### src/rtl/core/pdi_pkg.sv
// Package for the paren depth indenter: shared constants, state enum and
// the command and status structs between controller and datapath.
// No dependencies.
package pdi_pkg;

  // Default indent cap in levels (two spaces per level)
  localparam int unsigned INDENT_CAP_DEF = 31;

  // Character codes
  localparam logic [7:0] CHR_LPAREN = 8'h28;
  localparam logic [7:0] CHR_RPAREN = 8'h29;
  localparam logic [7:0] CHR_SLASH  = 8'h2F;
  localparam logic [7:0] CHR_STAR   = 8'h2A;
  localparam logic [7:0] CHR_SQUOTE = 8'h27;
  localparam logic [7:0] CHR_DQUOTE = 8'h22;
  localparam logic [7:0] CHR_NL     = 8'h0A;
  localparam logic [7:0] CHR_SPACE  = 8'h20;
  localparam logic [7:0] CHR_TAB    = 8'h09;
  localparam logic [7:0] CHR_CR     = 8'h0D;

  // Warning codes
  localparam logic [2:0] WARN_NONE      = 3'd0;
  localparam logic [2:0] WARN_NESTED    = 3'd1;
  localparam logic [2:0] WARN_NL_SQUOTE = 3'd2;
  localparam logic [2:0] WARN_NL_DQUOTE = 3'd3;
  localparam logic [2:0] WARN_CLOSE_MIS = 3'd4;
  localparam logic [2:0] WARN_OPEN_MIS  = 3'd5;

  // Controller states
  typedef enum logic [1:0] {
    ST_IDLE,
    ST_NL,
    ST_SPC,
    ST_TAIL
  } ctrl_state_e;

  // Controller to datapath
  typedef struct packed {
    logic load;       // input beat taken
    logic emit_nl;    // write a newline beat
    logic emit_spc;   // write a space beat, count down
    logic tail_step;  // run byte handling or end-of-file clear
    logic tail_emit;  // write the tail result beat
    logic last;       // last flag for the beat written
  } dp_cmd_t;

  // Datapath to controller
  typedef struct packed {
    logic in_eof;
    logic in_ws;
    logic in_nl;
    logic skipping;
    logic skip_nl;
    logic cnt_zero;
    logic cnt_one;
    logic tail_has_result;
    logic out_free;
  } dp_sts_t;

endpackage

### src/rtl/core/pdi_ctrl.sv
// Controller of the paren depth indenter: sequences newline, indent spaces
// and the tail step of each input beat. Depends on pdi_pkg.
module pdi_ctrl
  import pdi_pkg::*;
(
  input  logic    clk_i,
  input  logic    rst_ni,
  input  logic    in_valid_i,
  output logic    in_stall_o,
  input  dp_sts_t sts_i,
  output dp_cmd_t cmd_o
);

  ctrl_state_e state_q, state_d;

  // State register
  always_ff @(posedge clk_i or negedge rst_ni) begin
    if (!rst_ni) begin
      state_q <= ST_IDLE;
    end else begin
      state_q <= state_d;
    end
  end

  assign in_stall_o = (state_q != ST_IDLE);

  // Next state and commands
  always_comb begin
    state_d = state_q;
    cmd_o   = '0;
    unique case (state_q)
      ST_IDLE: begin
        if (in_valid_i) begin
          cmd_o.load = 1'b1;
          if (sts_i.in_eof) begin
            state_d = sts_i.skipping ? ST_NL : ST_TAIL;
          end else if (sts_i.skipping) begin
            if (!sts_i.in_ws || sts_i.in_nl) begin
              state_d = ST_NL;
            end
          end else begin
            state_d = ST_TAIL;
          end
        end
      end
      ST_NL: begin
        if (sts_i.out_free) begin
          cmd_o.emit_nl = 1'b1;
          cmd_o.last    = sts_i.cnt_zero && (sts_i.skip_nl || !sts_i.tail_has_result);
          if (!sts_i.cnt_zero) begin
            state_d = ST_SPC;
          end else begin
            state_d = sts_i.skip_nl ? ST_IDLE : ST_TAIL;
          end
        end
      end
      ST_SPC: begin
        if (sts_i.out_free) begin
          cmd_o.emit_spc = 1'b1;
          cmd_o.last     = sts_i.cnt_one && !sts_i.tail_has_result;
          if (sts_i.cnt_one) begin
            state_d = ST_TAIL;
          end
        end
      end
      ST_TAIL: begin
        if (!sts_i.tail_has_result) begin
          cmd_o.tail_step = 1'b1;
          state_d         = ST_IDLE;
        end else if (sts_i.out_free) begin
          cmd_o.tail_step = 1'b1;
          cmd_o.tail_emit = 1'b1;
          cmd_o.last      = 1'b1;
          state_d         = ST_IDLE;
        end
      end
      default: begin
        state_d = ST_IDLE;
      end
    endcase
  end

endmodule

### src/rtl/core/pdi_datapath.sv
// Datapath of the paren depth indenter: depth, quote and comment flags,
// line count, indent counter and the output register. Depends on pdi_pkg.
module pdi_datapath
  import pdi_pkg::*;
#(
  parameter int unsigned IndentCap = INDENT_CAP_DEF
) (
  input  logic        clk_i,
  input  logic        rst_ni,
  input  logic [7:0]  in_byte_i,
  input  logic        end_of_file_i,
  input  logic        out_stall_i,
  output logic        out_valid_o,
  output logic [7:0]  out_byte_o,
  output logic        byte_valid_o,
  output logic [2:0]  warning_o,
  output logic [15:0] warn_value_o,
  output logic        last_o,
  input  dp_cmd_t     cmd_i,
  output dp_sts_t     sts_o
);

  localparam int unsigned CntW = $clog2(2 * IndentCap + 1);

  // Text state
  logic signed [15:0] depth_q, depth_d;
  logic               dq_q, dq_d;
  logic               sq_q, sq_d;
  logic               cmt_q, cmt_d;
  logic               skip_q, skip_d;
  logic [7:0]         prior_q, prior_d;
  logic [15:0]        line_q, line_d;

  // Per-beat working registers
  logic [7:0]         byte_q;
  logic               eof_q;
  logic               skip_nl_q, skip_nl_d;
  logic [CntW-1:0]    cnt_q, cnt_d;

  // Output register
  logic               out_valid_q, out_valid_d;
  logic [7:0]         ob_q, ob_d;
  logic               obv_q, obv_d;
  logic [2:0]         ow_q, ow_d;
  logic [15:0]        owv_q, owv_d;
  logic               olast_q, olast_d;

  logic               in_ws, in_nl;
  logic               depth_pos, depth_nz;
  logic [15:0]        line_inc;
  logic [CntW-1:0]    indent_cnt;
  logic [2:0]         tail_w;
  logic               emit_any;

  assign in_nl = (in_byte_i == CHR_NL);
  assign in_ws = (in_byte_i == CHR_SPACE) ||
                 ((in_byte_i >= CHR_TAB) && (in_byte_i <= CHR_CR));

  assign depth_nz  = (depth_q != 16'sd0);
  assign depth_pos = depth_nz && !depth_q[15];
  assign line_inc  = (line_q == 16'hFFFF) ? line_q : line_q + 16'd1;

  // Spaces for the indent: two per level, capped, none at negative depth
  always_comb begin
    if (!depth_pos) begin
      indent_cnt = '0;
    end else if (depth_q > $signed(16'(IndentCap))) begin
      indent_cnt = CntW'(2 * IndentCap);
    end else begin
      indent_cnt = {depth_q[CntW-2:0], 1'b0};
    end
  end

  // Status
  always_comb begin
    sts_o.in_eof   = end_of_file_i;
    sts_o.in_ws    = in_ws;
    sts_o.in_nl    = in_nl;
    sts_o.skipping = skip_q;
    sts_o.skip_nl  = skip_nl_q;
    sts_o.cnt_zero = (cnt_q == '0);
    sts_o.cnt_one  = (cnt_q == CntW'(1));
    sts_o.out_free = !out_valid_q || !out_stall_i;
    if (eof_q) begin
      sts_o.tail_has_result = depth_nz;
    end else begin
      sts_o.tail_has_result = !((byte_q == CHR_RPAREN) && depth_q[15]) &&
                              !((byte_q == CHR_NL) && !sq_q && !dq_q);
    end
  end

  // State update: load, indent countdown and tail step
  always_comb begin
    depth_d   = depth_q;
    dq_d      = dq_q;
    sq_d      = sq_q;
    cmt_d     = cmt_q;
    skip_d    = skip_q;
    prior_d   = prior_q;
    line_d    = line_q;
    skip_nl_d = skip_nl_q;
    cnt_d     = cnt_q;
    tail_w    = WARN_NONE;

    if (cmd_i.load) begin
      skip_nl_d = !end_of_file_i && skip_q && in_nl;
      cnt_d     = (!end_of_file_i && skip_q && in_ws) ? '0 : indent_cnt;
      if (!end_of_file_i && skip_q) begin
        if (in_ws) begin
          if (in_nl) begin
            line_d = line_inc;
          end
        end else begin
          // Leaving the whitespace run: byte is its own prior byte
          skip_d  = 1'b0;
          prior_d = in_byte_i;
        end
      end
    end

    if (cmd_i.emit_spc) begin
      cnt_d = cnt_q - CntW'(1);
    end

    if (cmd_i.tail_step) begin
      if (eof_q) begin
        depth_d = '0;
        dq_d    = 1'b0;
        sq_d    = 1'b0;
        cmt_d   = 1'b0;
        skip_d  = 1'b0;
        prior_d = '0;
        line_d  = '0;
      end else begin
        prior_d = byte_q;
        case (byte_q)
          CHR_SLASH: begin
            if (prior_q == CHR_STAR) begin
              if (cmt_q) cmt_d = 1'b0;
              else       tail_w = WARN_NESTED;
            end
          end
          CHR_STAR: begin
            if (prior_q == CHR_SLASH) begin
              if (!cmt_q) cmt_d = 1'b1;
              else        tail_w = WARN_NESTED;
            end
          end
          CHR_LPAREN: begin
            if (!dq_q && !sq_q && (depth_q != 16'sh7FFF)) depth_d = depth_q + 16'sd1;
          end
          CHR_RPAREN: begin
            if (!depth_q[15] && !dq_q && !sq_q) depth_d = depth_q - 16'sd1;
          end
          CHR_NL: begin
            line_d = line_inc;
            skip_d = 1'b1;
          end
          CHR_DQUOTE: begin
            if (!sq_q && !cmt_q) dq_d = !dq_q;
          end
          CHR_SQUOTE: begin
            if (!dq_q && !cmt_q) sq_d = !sq_q;
          end
          default: begin
          end
        endcase
      end
    end
  end

  // Output beat contents
  assign emit_any = cmd_i.emit_nl || cmd_i.emit_spc || cmd_i.tail_emit;

  always_comb begin
    out_valid_d = emit_any ? 1'b1 : (out_valid_q && out_stall_i);
    ob_d        = ob_q;
    obv_d       = obv_q;
    ow_d        = ow_q;
    owv_d       = owv_q;
    olast_d     = olast_q;
    if (emit_any) begin
      olast_d = cmd_i.last;
      ob_d    = '0;
      obv_d   = 1'b0;
      ow_d    = WARN_NONE;
      owv_d   = '0;
      if (cmd_i.emit_nl) begin
        ob_d  = CHR_NL;
        obv_d = 1'b1;
      end else if (cmd_i.emit_spc) begin
        ob_d  = CHR_SPACE;
        obv_d = 1'b1;
      end else if (eof_q) begin
        ow_d  = depth_pos ? WARN_CLOSE_MIS : WARN_OPEN_MIS;
        owv_d = depth_pos ? depth_q : 16'(-depth_q);
      end else if (byte_q == CHR_NL) begin
        ow_d  = sq_q ? WARN_NL_SQUOTE : WARN_NL_DQUOTE;
        owv_d = line_inc;
      end else begin
        ob_d  = byte_q;
        obv_d = 1'b1;
        ow_d  = tail_w;
        owv_d = (tail_w != WARN_NONE) ? line_q : '0;
      end
    end
  end

  // Control and state registers
  always_ff @(posedge clk_i or negedge rst_ni) begin
    if (!rst_ni) begin
      depth_q     <= '0;
      dq_q        <= 1'b0;
      sq_q        <= 1'b0;
      cmt_q       <= 1'b0;
      skip_q      <= 1'b0;
      prior_q     <= '0;
      line_q      <= '0;
      skip_nl_q   <= 1'b0;
      cnt_q       <= '0;
      eof_q       <= 1'b0;
      out_valid_q <= 1'b0;
    end else begin
      depth_q     <= depth_d;
      dq_q        <= dq_d;
      sq_q        <= sq_d;
      cmt_q       <= cmt_d;
      skip_q      <= skip_d;
      prior_q     <= prior_d;
      line_q      <= line_d;
      skip_nl_q   <= skip_nl_d;
      cnt_q       <= cnt_d;
      out_valid_q <= out_valid_d;
      if (cmd_i.load) eof_q <= end_of_file_i;
    end
  end

  // Payload registers
  always_ff @(posedge clk_i) begin
    if (cmd_i.load) byte_q <= in_byte_i;
    ob_q    <= ob_d;
    obv_q   <= obv_d;
    ow_q    <= ow_d;
    owv_q   <= owv_d;
    olast_q <= olast_d;
  end

  assign out_valid_o  = out_valid_q;
  assign out_byte_o   = ob_q;
  assign byte_valid_o = obv_q;
  assign warning_o    = ow_q;
  assign warn_value_o = owv_q;
  assign last_o       = olast_q;

endmodule

### src/rtl/core/paren_depth_indenter_top.sv
// A result is registered in the output register on its step; a plain byte
// is accepted in ST_IDLE, handled in ST_TAIL, and the block then returns
// to ST_IDLE. A newline run ending adds one newline beat in ST_NL and one
// space beat per indent space in ST_SPC; a swallowed blank stays in ST_IDLE.
// Reset (rst_ni low, asynchronous) clears depth, flags, line count and the
// output valid flag; end of file clears the text state the same way.
// Top level of the paren depth indenter; depends on pdi_pkg, pdi_ctrl and
// pdi_datapath.
module paren_depth_indenter_top
  import pdi_pkg::*;
#(
  parameter int unsigned IndentCap = INDENT_CAP_DEF
) (
  input  logic        clk_i,
  input  logic        rst_ni,
  input  logic        in_valid_i,
  output logic        in_stall_o,
  input  logic [7:0]  in_byte_i,
  input  logic        end_of_file_i,
  output logic        out_valid_o,
  input  logic        out_stall_i,
  output logic [7:0]  out_byte_o,
  output logic        byte_valid_o,
  output logic [2:0]  warning_o,
  output logic [15:0] warn_value_o,
  output logic        last_o
);

  dp_cmd_t cmd;
  dp_sts_t sts;

  // Sequencer
  pdi_ctrl u_ctrl (
    .clk_i      (clk_i),
    .rst_ni     (rst_ni),
    .in_valid_i (in_valid_i),
    .in_stall_o (in_stall_o),
    .sts_i      (sts),
    .cmd_o      (cmd)
  );

  // Text state and output beat register
  pdi_datapath #(
    .IndentCap (IndentCap)
  ) u_dp (
    .clk_i         (clk_i),
    .rst_ni        (rst_ni),
    .in_byte_i     (in_byte_i),
    .end_of_file_i (end_of_file_i),
    .out_stall_i   (out_stall_i),
    .out_valid_o   (out_valid_o),
    .out_byte_o    (out_byte_o),
    .byte_valid_o  (byte_valid_o),
    .warning_o     (warning_o),
    .warn_value_o  (warn_value_o),
    .last_o        (last_o),
    .cmd_i         (cmd),
    .sts_o         (sts)
  );

endmodule

### config.mk
export PLATFORM = sky130hd
export DESIGN_NAME = paren_depth_indenter_top
export DESIGN_NICKNAME = d
export VERILOG_FILES = /design/src/rtl/core/pdi_pkg.sv /design/src/rtl/core/pdi_ctrl.sv /design/src/rtl/core/pdi_datapath.sv /design/src/rtl/core/paren_depth_indenter_top.sv
export SDC_FILE = /design/constraint.sdc
export NUM_CORES = 1
export LEC_CHECK = 0
export ABC_AREA = 1
export BUFFER_PORTS_ARGS = -buffer_cell sky130_fd_sc_hd__buf_4
export CAP_MARGIN = 25
export CORE_ASPECT_RATIO = 1.25
export CORE_MARGIN = 2
export CORE_UTILIZATION = 55
export DETAILED_ROUTE_END_ITERATION = 10
export HOLD_SLACK_MARGIN = 0.1
export PLACE_DENSITY = 0.72
export SYNTH_ARGS = -nofsm -noshare
export SYNTH_HDL_FRONTEND = slang
export SYNTH_HIERARCHICAL = 1
export SYNTH_SLANG_ARGS = --single-unit
### constraint.sdc
create_clock -name clk_i -period 3.05 [get_ports clk_i]
set_input_delay 0 -clock clk_i [delete_from_list [all_inputs] [get_ports clk_i]]
set_output_delay 0 -clock clk_i [all_outputs]
set_load 0.1 [all_outputs]
==> flow_summary.ini <==
[layout]
fin_nets = 1013
n_antenna_cell = 0
drive_gt1_frac = 0.148
final_cell_area_mm2 = 0.00761
nFillCells = 1073
area_growth_pct = 16.8

[timing]
max_slew_margin = 0.484
report.final.hold_viol_count = 0
slew_violations = 0
whs_ns = 0.270
max_slew.worst_pin.slew_ns = 0.774
period_share = 0.894
fmax_mhz = 367
clock_skew_ns = 0.00663
period_minus_slack_ns = 2.73
final-setup-viol-count = 0

[clocking]
cts_max_path_buffers = 2
root_buffer = clkbuf_16
cts_tree = built
insertion_delay_ns = 0.34
cts-buffers-inserted = 9
clkSinkCount = 92
htree_levels = 3
cts_setup_buffers = 0
clkSlewWorstSetupHoldPaths_ns = 0.07

[drt]
drt_iter0_drc = 430
ant_nets = 0
first_pass_iters = 5
drt-vias-per-instance = 5.59
wl_per_cell_um = 16.6
wl_um = 19100
via_count = 6460
drcViolationCount = 0

[logic_synthesis]
synth_warnings = 6
yosys.area.top_type = dfrtp_1
avgSynthCellArea_um2 = 7.11
yosys_register_bits = 92
synth_top_cell_area_share = 0.211
yosysSeqAreaShare = 0.382
synth_nets = 941
synthFlopType = dfrtp_1
synth_edf_count = 37
synth.distinct_cells = 44
synthArstFlopShare = 0.598
netlist_top_cells_area = dfrtp_1 21%, edfxtp_1 17%, nand2_1 13%, inv_1 7.1%, nand3_1 5.4%
netlist_area_mm2 = 0.00652
postSynthCellCount = 917

[critical_path]
arrival_ns = 2.94
r2r_setup_slack_ns = 0.32
timing.rr.end = u_dp/line_q[1]
cp-start-kind = flip-flop
r2r_cells = 16
required_ns = 3.26
crit_type = reg -> reg
cp_max_fo = 14
rr_startpoint = u_dp/depth_q[2]
worstSetupEndpointType = flip-flop

[global_route]
grt_pass1_vias = 5937
grt_usage = 0.307
grt_pass1_wl_um = 30100
grt_max_degree = 56
antenna_found_initial = 0
gr-total-overflow = 0

[floorplan]
start_util = 0.561
dieWidth_um = 101
die_y_um = 126
rows = 44
die_area_mm2 = 0.0127
fp.coreArea_mm2 = 0.0116
boundaryPins = 44

[placed_design]
port_buffers = 43
dp_hpwl_um = 14200
place_area_mm2 = 0.00714
place_congestion = 0.966

[pwr]
power_density_mw_per_mm2 = 1140
p_leak_nw = 3.67
vdd_ir_drop_max_uv = 738

[flow_run]
drv_cap = 0

[run_status]
status = completed

[min_path]
hold_class = in -> async
[how the worst max path moves through the flow]
stage / cells past startpoint / start / endpoint / slack (ns)
global route: 16 / u_dp/depth_q[2] / u_dp/line_q[1] / -0.003
floorplan: 13 / u_dp/out_valid_o / u_dp/warn_value_o[15] / 0.33
detailed placement: 15 / u_dp/depth_q[2] / u_dp/warn_value_o[2] / 0.29
global placement: 15 / u_dp/depth_q[2] / u_dp/warn_value_o[5] / 0.34
finish: 16 / u_dp/depth_q[2] / u_dp/line_q[1] / 0.32
CTS: 16 / u_dp/depth_q[2] / u_dp/depth_q[8] / 0.24
[repair_timing]
| item | CTS | global route |
|---|---|---|
| hold buffers | 12 | 0 |
| endpoints found under the hold margin | 69 | 0 |
| endpoints found under the setup margin | 0 | 32 |
| resized for setup | 0 | 7 |
[layout by cell type (no fill, tap or decap), drive strengths merged]
master / instances
nand2: 253
inv: 133
nor2: 97
buf: 78
nand3: 73
o21ai: 67
dfrtp: 55
a21oi: 47
edfxtp: 37
nor3: 22
nand4: 17
xor2: 14
dlygate4sd3: 12
o22ai: 12
ha: 11
clkbuf: 11
o211ai: 8
nor4: 6
clkinvlp: 4
xnor2: 4
a31oi: 4
clkinv: 4
nand3b: 3
o221ai: 3
o41ai: 3
or2: 3
bufinv: 2
a22o: 2
o21a: 2
a22oi: 2
o2111ai: 1
o32ai: 1
o21bai: 1
mux2: 1
a21o: 1
[synth_stat cells, types with 8 or more instances]
master,instances
a21oi_1,47
buf_2,8
buf_4,8
clkbuf_1,11
dfrtp_1,55
edfxtp_1,37
ha_1,11
inv_1,124
inv_2,8
nand2_1,234
nand2_2,10
nand2_4,9
nand3_1,70
nand4_1,17
nor2_1,84
nor3_1,22
o211ai_1,8
o21ai_0,63
o22ai_1,11
xor2_1,14
[routing by layer]
| layer | vias up | track usage | routed length, µm |
|---|---|---|---|
| met1 | 2961 | 0.381 | 7360 |
| met5 | - | 0 | 0 |
| met3 | 69 | 0.0538 | 1360 |
| met4 | 0 | 0.162 | 1000 |
| li1 | 3163 | - | - |
| met2 | 267 | 0.504 | 9420 |
[logic make-up after synthesis]
family | count (synthesis) | synth area share
compound gates | 154 | 0.135
xor+xnor | 18 | 0.0242
fa+ha+maj | 11 | 0.0211
buf+inv | 167 | 0.106
flops | 92 | 0.382
mux | 1 | 0.00173
simple gates | 474 | 0.330
[per-stage QoR]
step | cells | setup TNS, ns | setup WS, ns | power (mW) | util
global route | 1155 | -0.00303 | -0.00303 | 9.23 | 0.656
global placement | 1126 | 0 | 0.343 | 7.35 | 0.615
detailed placement | 1126 | 0 | 0.288 | 7.38 | 0.615
floorplan | 917 | 0 | 0.331 | 5.99 | -
finish | 1155 | 0 | 0.322 | 8.71 | 0.656
CTS | 1154 | 0 | 0.240 | 8.66 | 0.653
[sequential cells by signal, summed over array words and instances (netlist names)]
signal             cells
u_dp/line_q           16
u_dp/prior_q           8
u_ctrl/state_q         2
u_dp/eof_q             1
u_dp/cmt_q             1
u_dp/byte_q            8
u_dp/out_byte_o        8
u_dp/depth_q          16
u_dp/skip_nl_q         1
u_dp/warn_value_o     16
u_dp/dq_q              1
u_dp/byte_valid_o      1
u_dp/sq_q              1
u_dp/cnt_q             6
u_dp/warning_o         3
u_dp/skip_q            1
u_dp/out_valid_o       1
u_dp/last_o            1
[layout make-up]
class | instances | area [µm²] | share of cell area
multi-input cells | 658 | 3350 | 0.440
flip-flops and latches | 92 | 2490 | 0.327
repair buffers | 90 | 718 | 0.0943
inverters | 137 | 522 | 0.0685
clock buffers | 11 | 243 | 0.0319
well taps | 161 | 201 | 0.0265
clock inverters | 5 | 85.1 | 0.0112
repair inverters | 1 | 7.51 | 0.000986
[worst max-delay path, stage by stage (launching register included)]
cell and delay, ns:
dfrtp_1 0.45, inv_2 0.17, nand2_1 0.11, nor2_1 0.15, inv_1 0.07, nor2_1 0.13
nand2_1 0.09, nand2_1 0.06, o21ai_0 0.10, a21oi_1 0.22, buf_4 0.21, nand2_1 0.17
nand2_1 0.12, buf_4 0.22, inv_1 0.10, o211ai_1 0.09, o21ai_0 0.12
[power by group]
group / switching [mW] / leakage (nW) / total [mW] / internal [mW]
combinational: 3.88 / 2.43 / 5.21 / 1.33
sequential: 0.330 / 1.08 / 2.26 / 1.93
clock: 0.496 / 0.156 / 1.24 / 0.746
total: 4.71 / 3.67 / 8.71 / 4.00
Note: power is estimated with default switching activity, not from simulation.
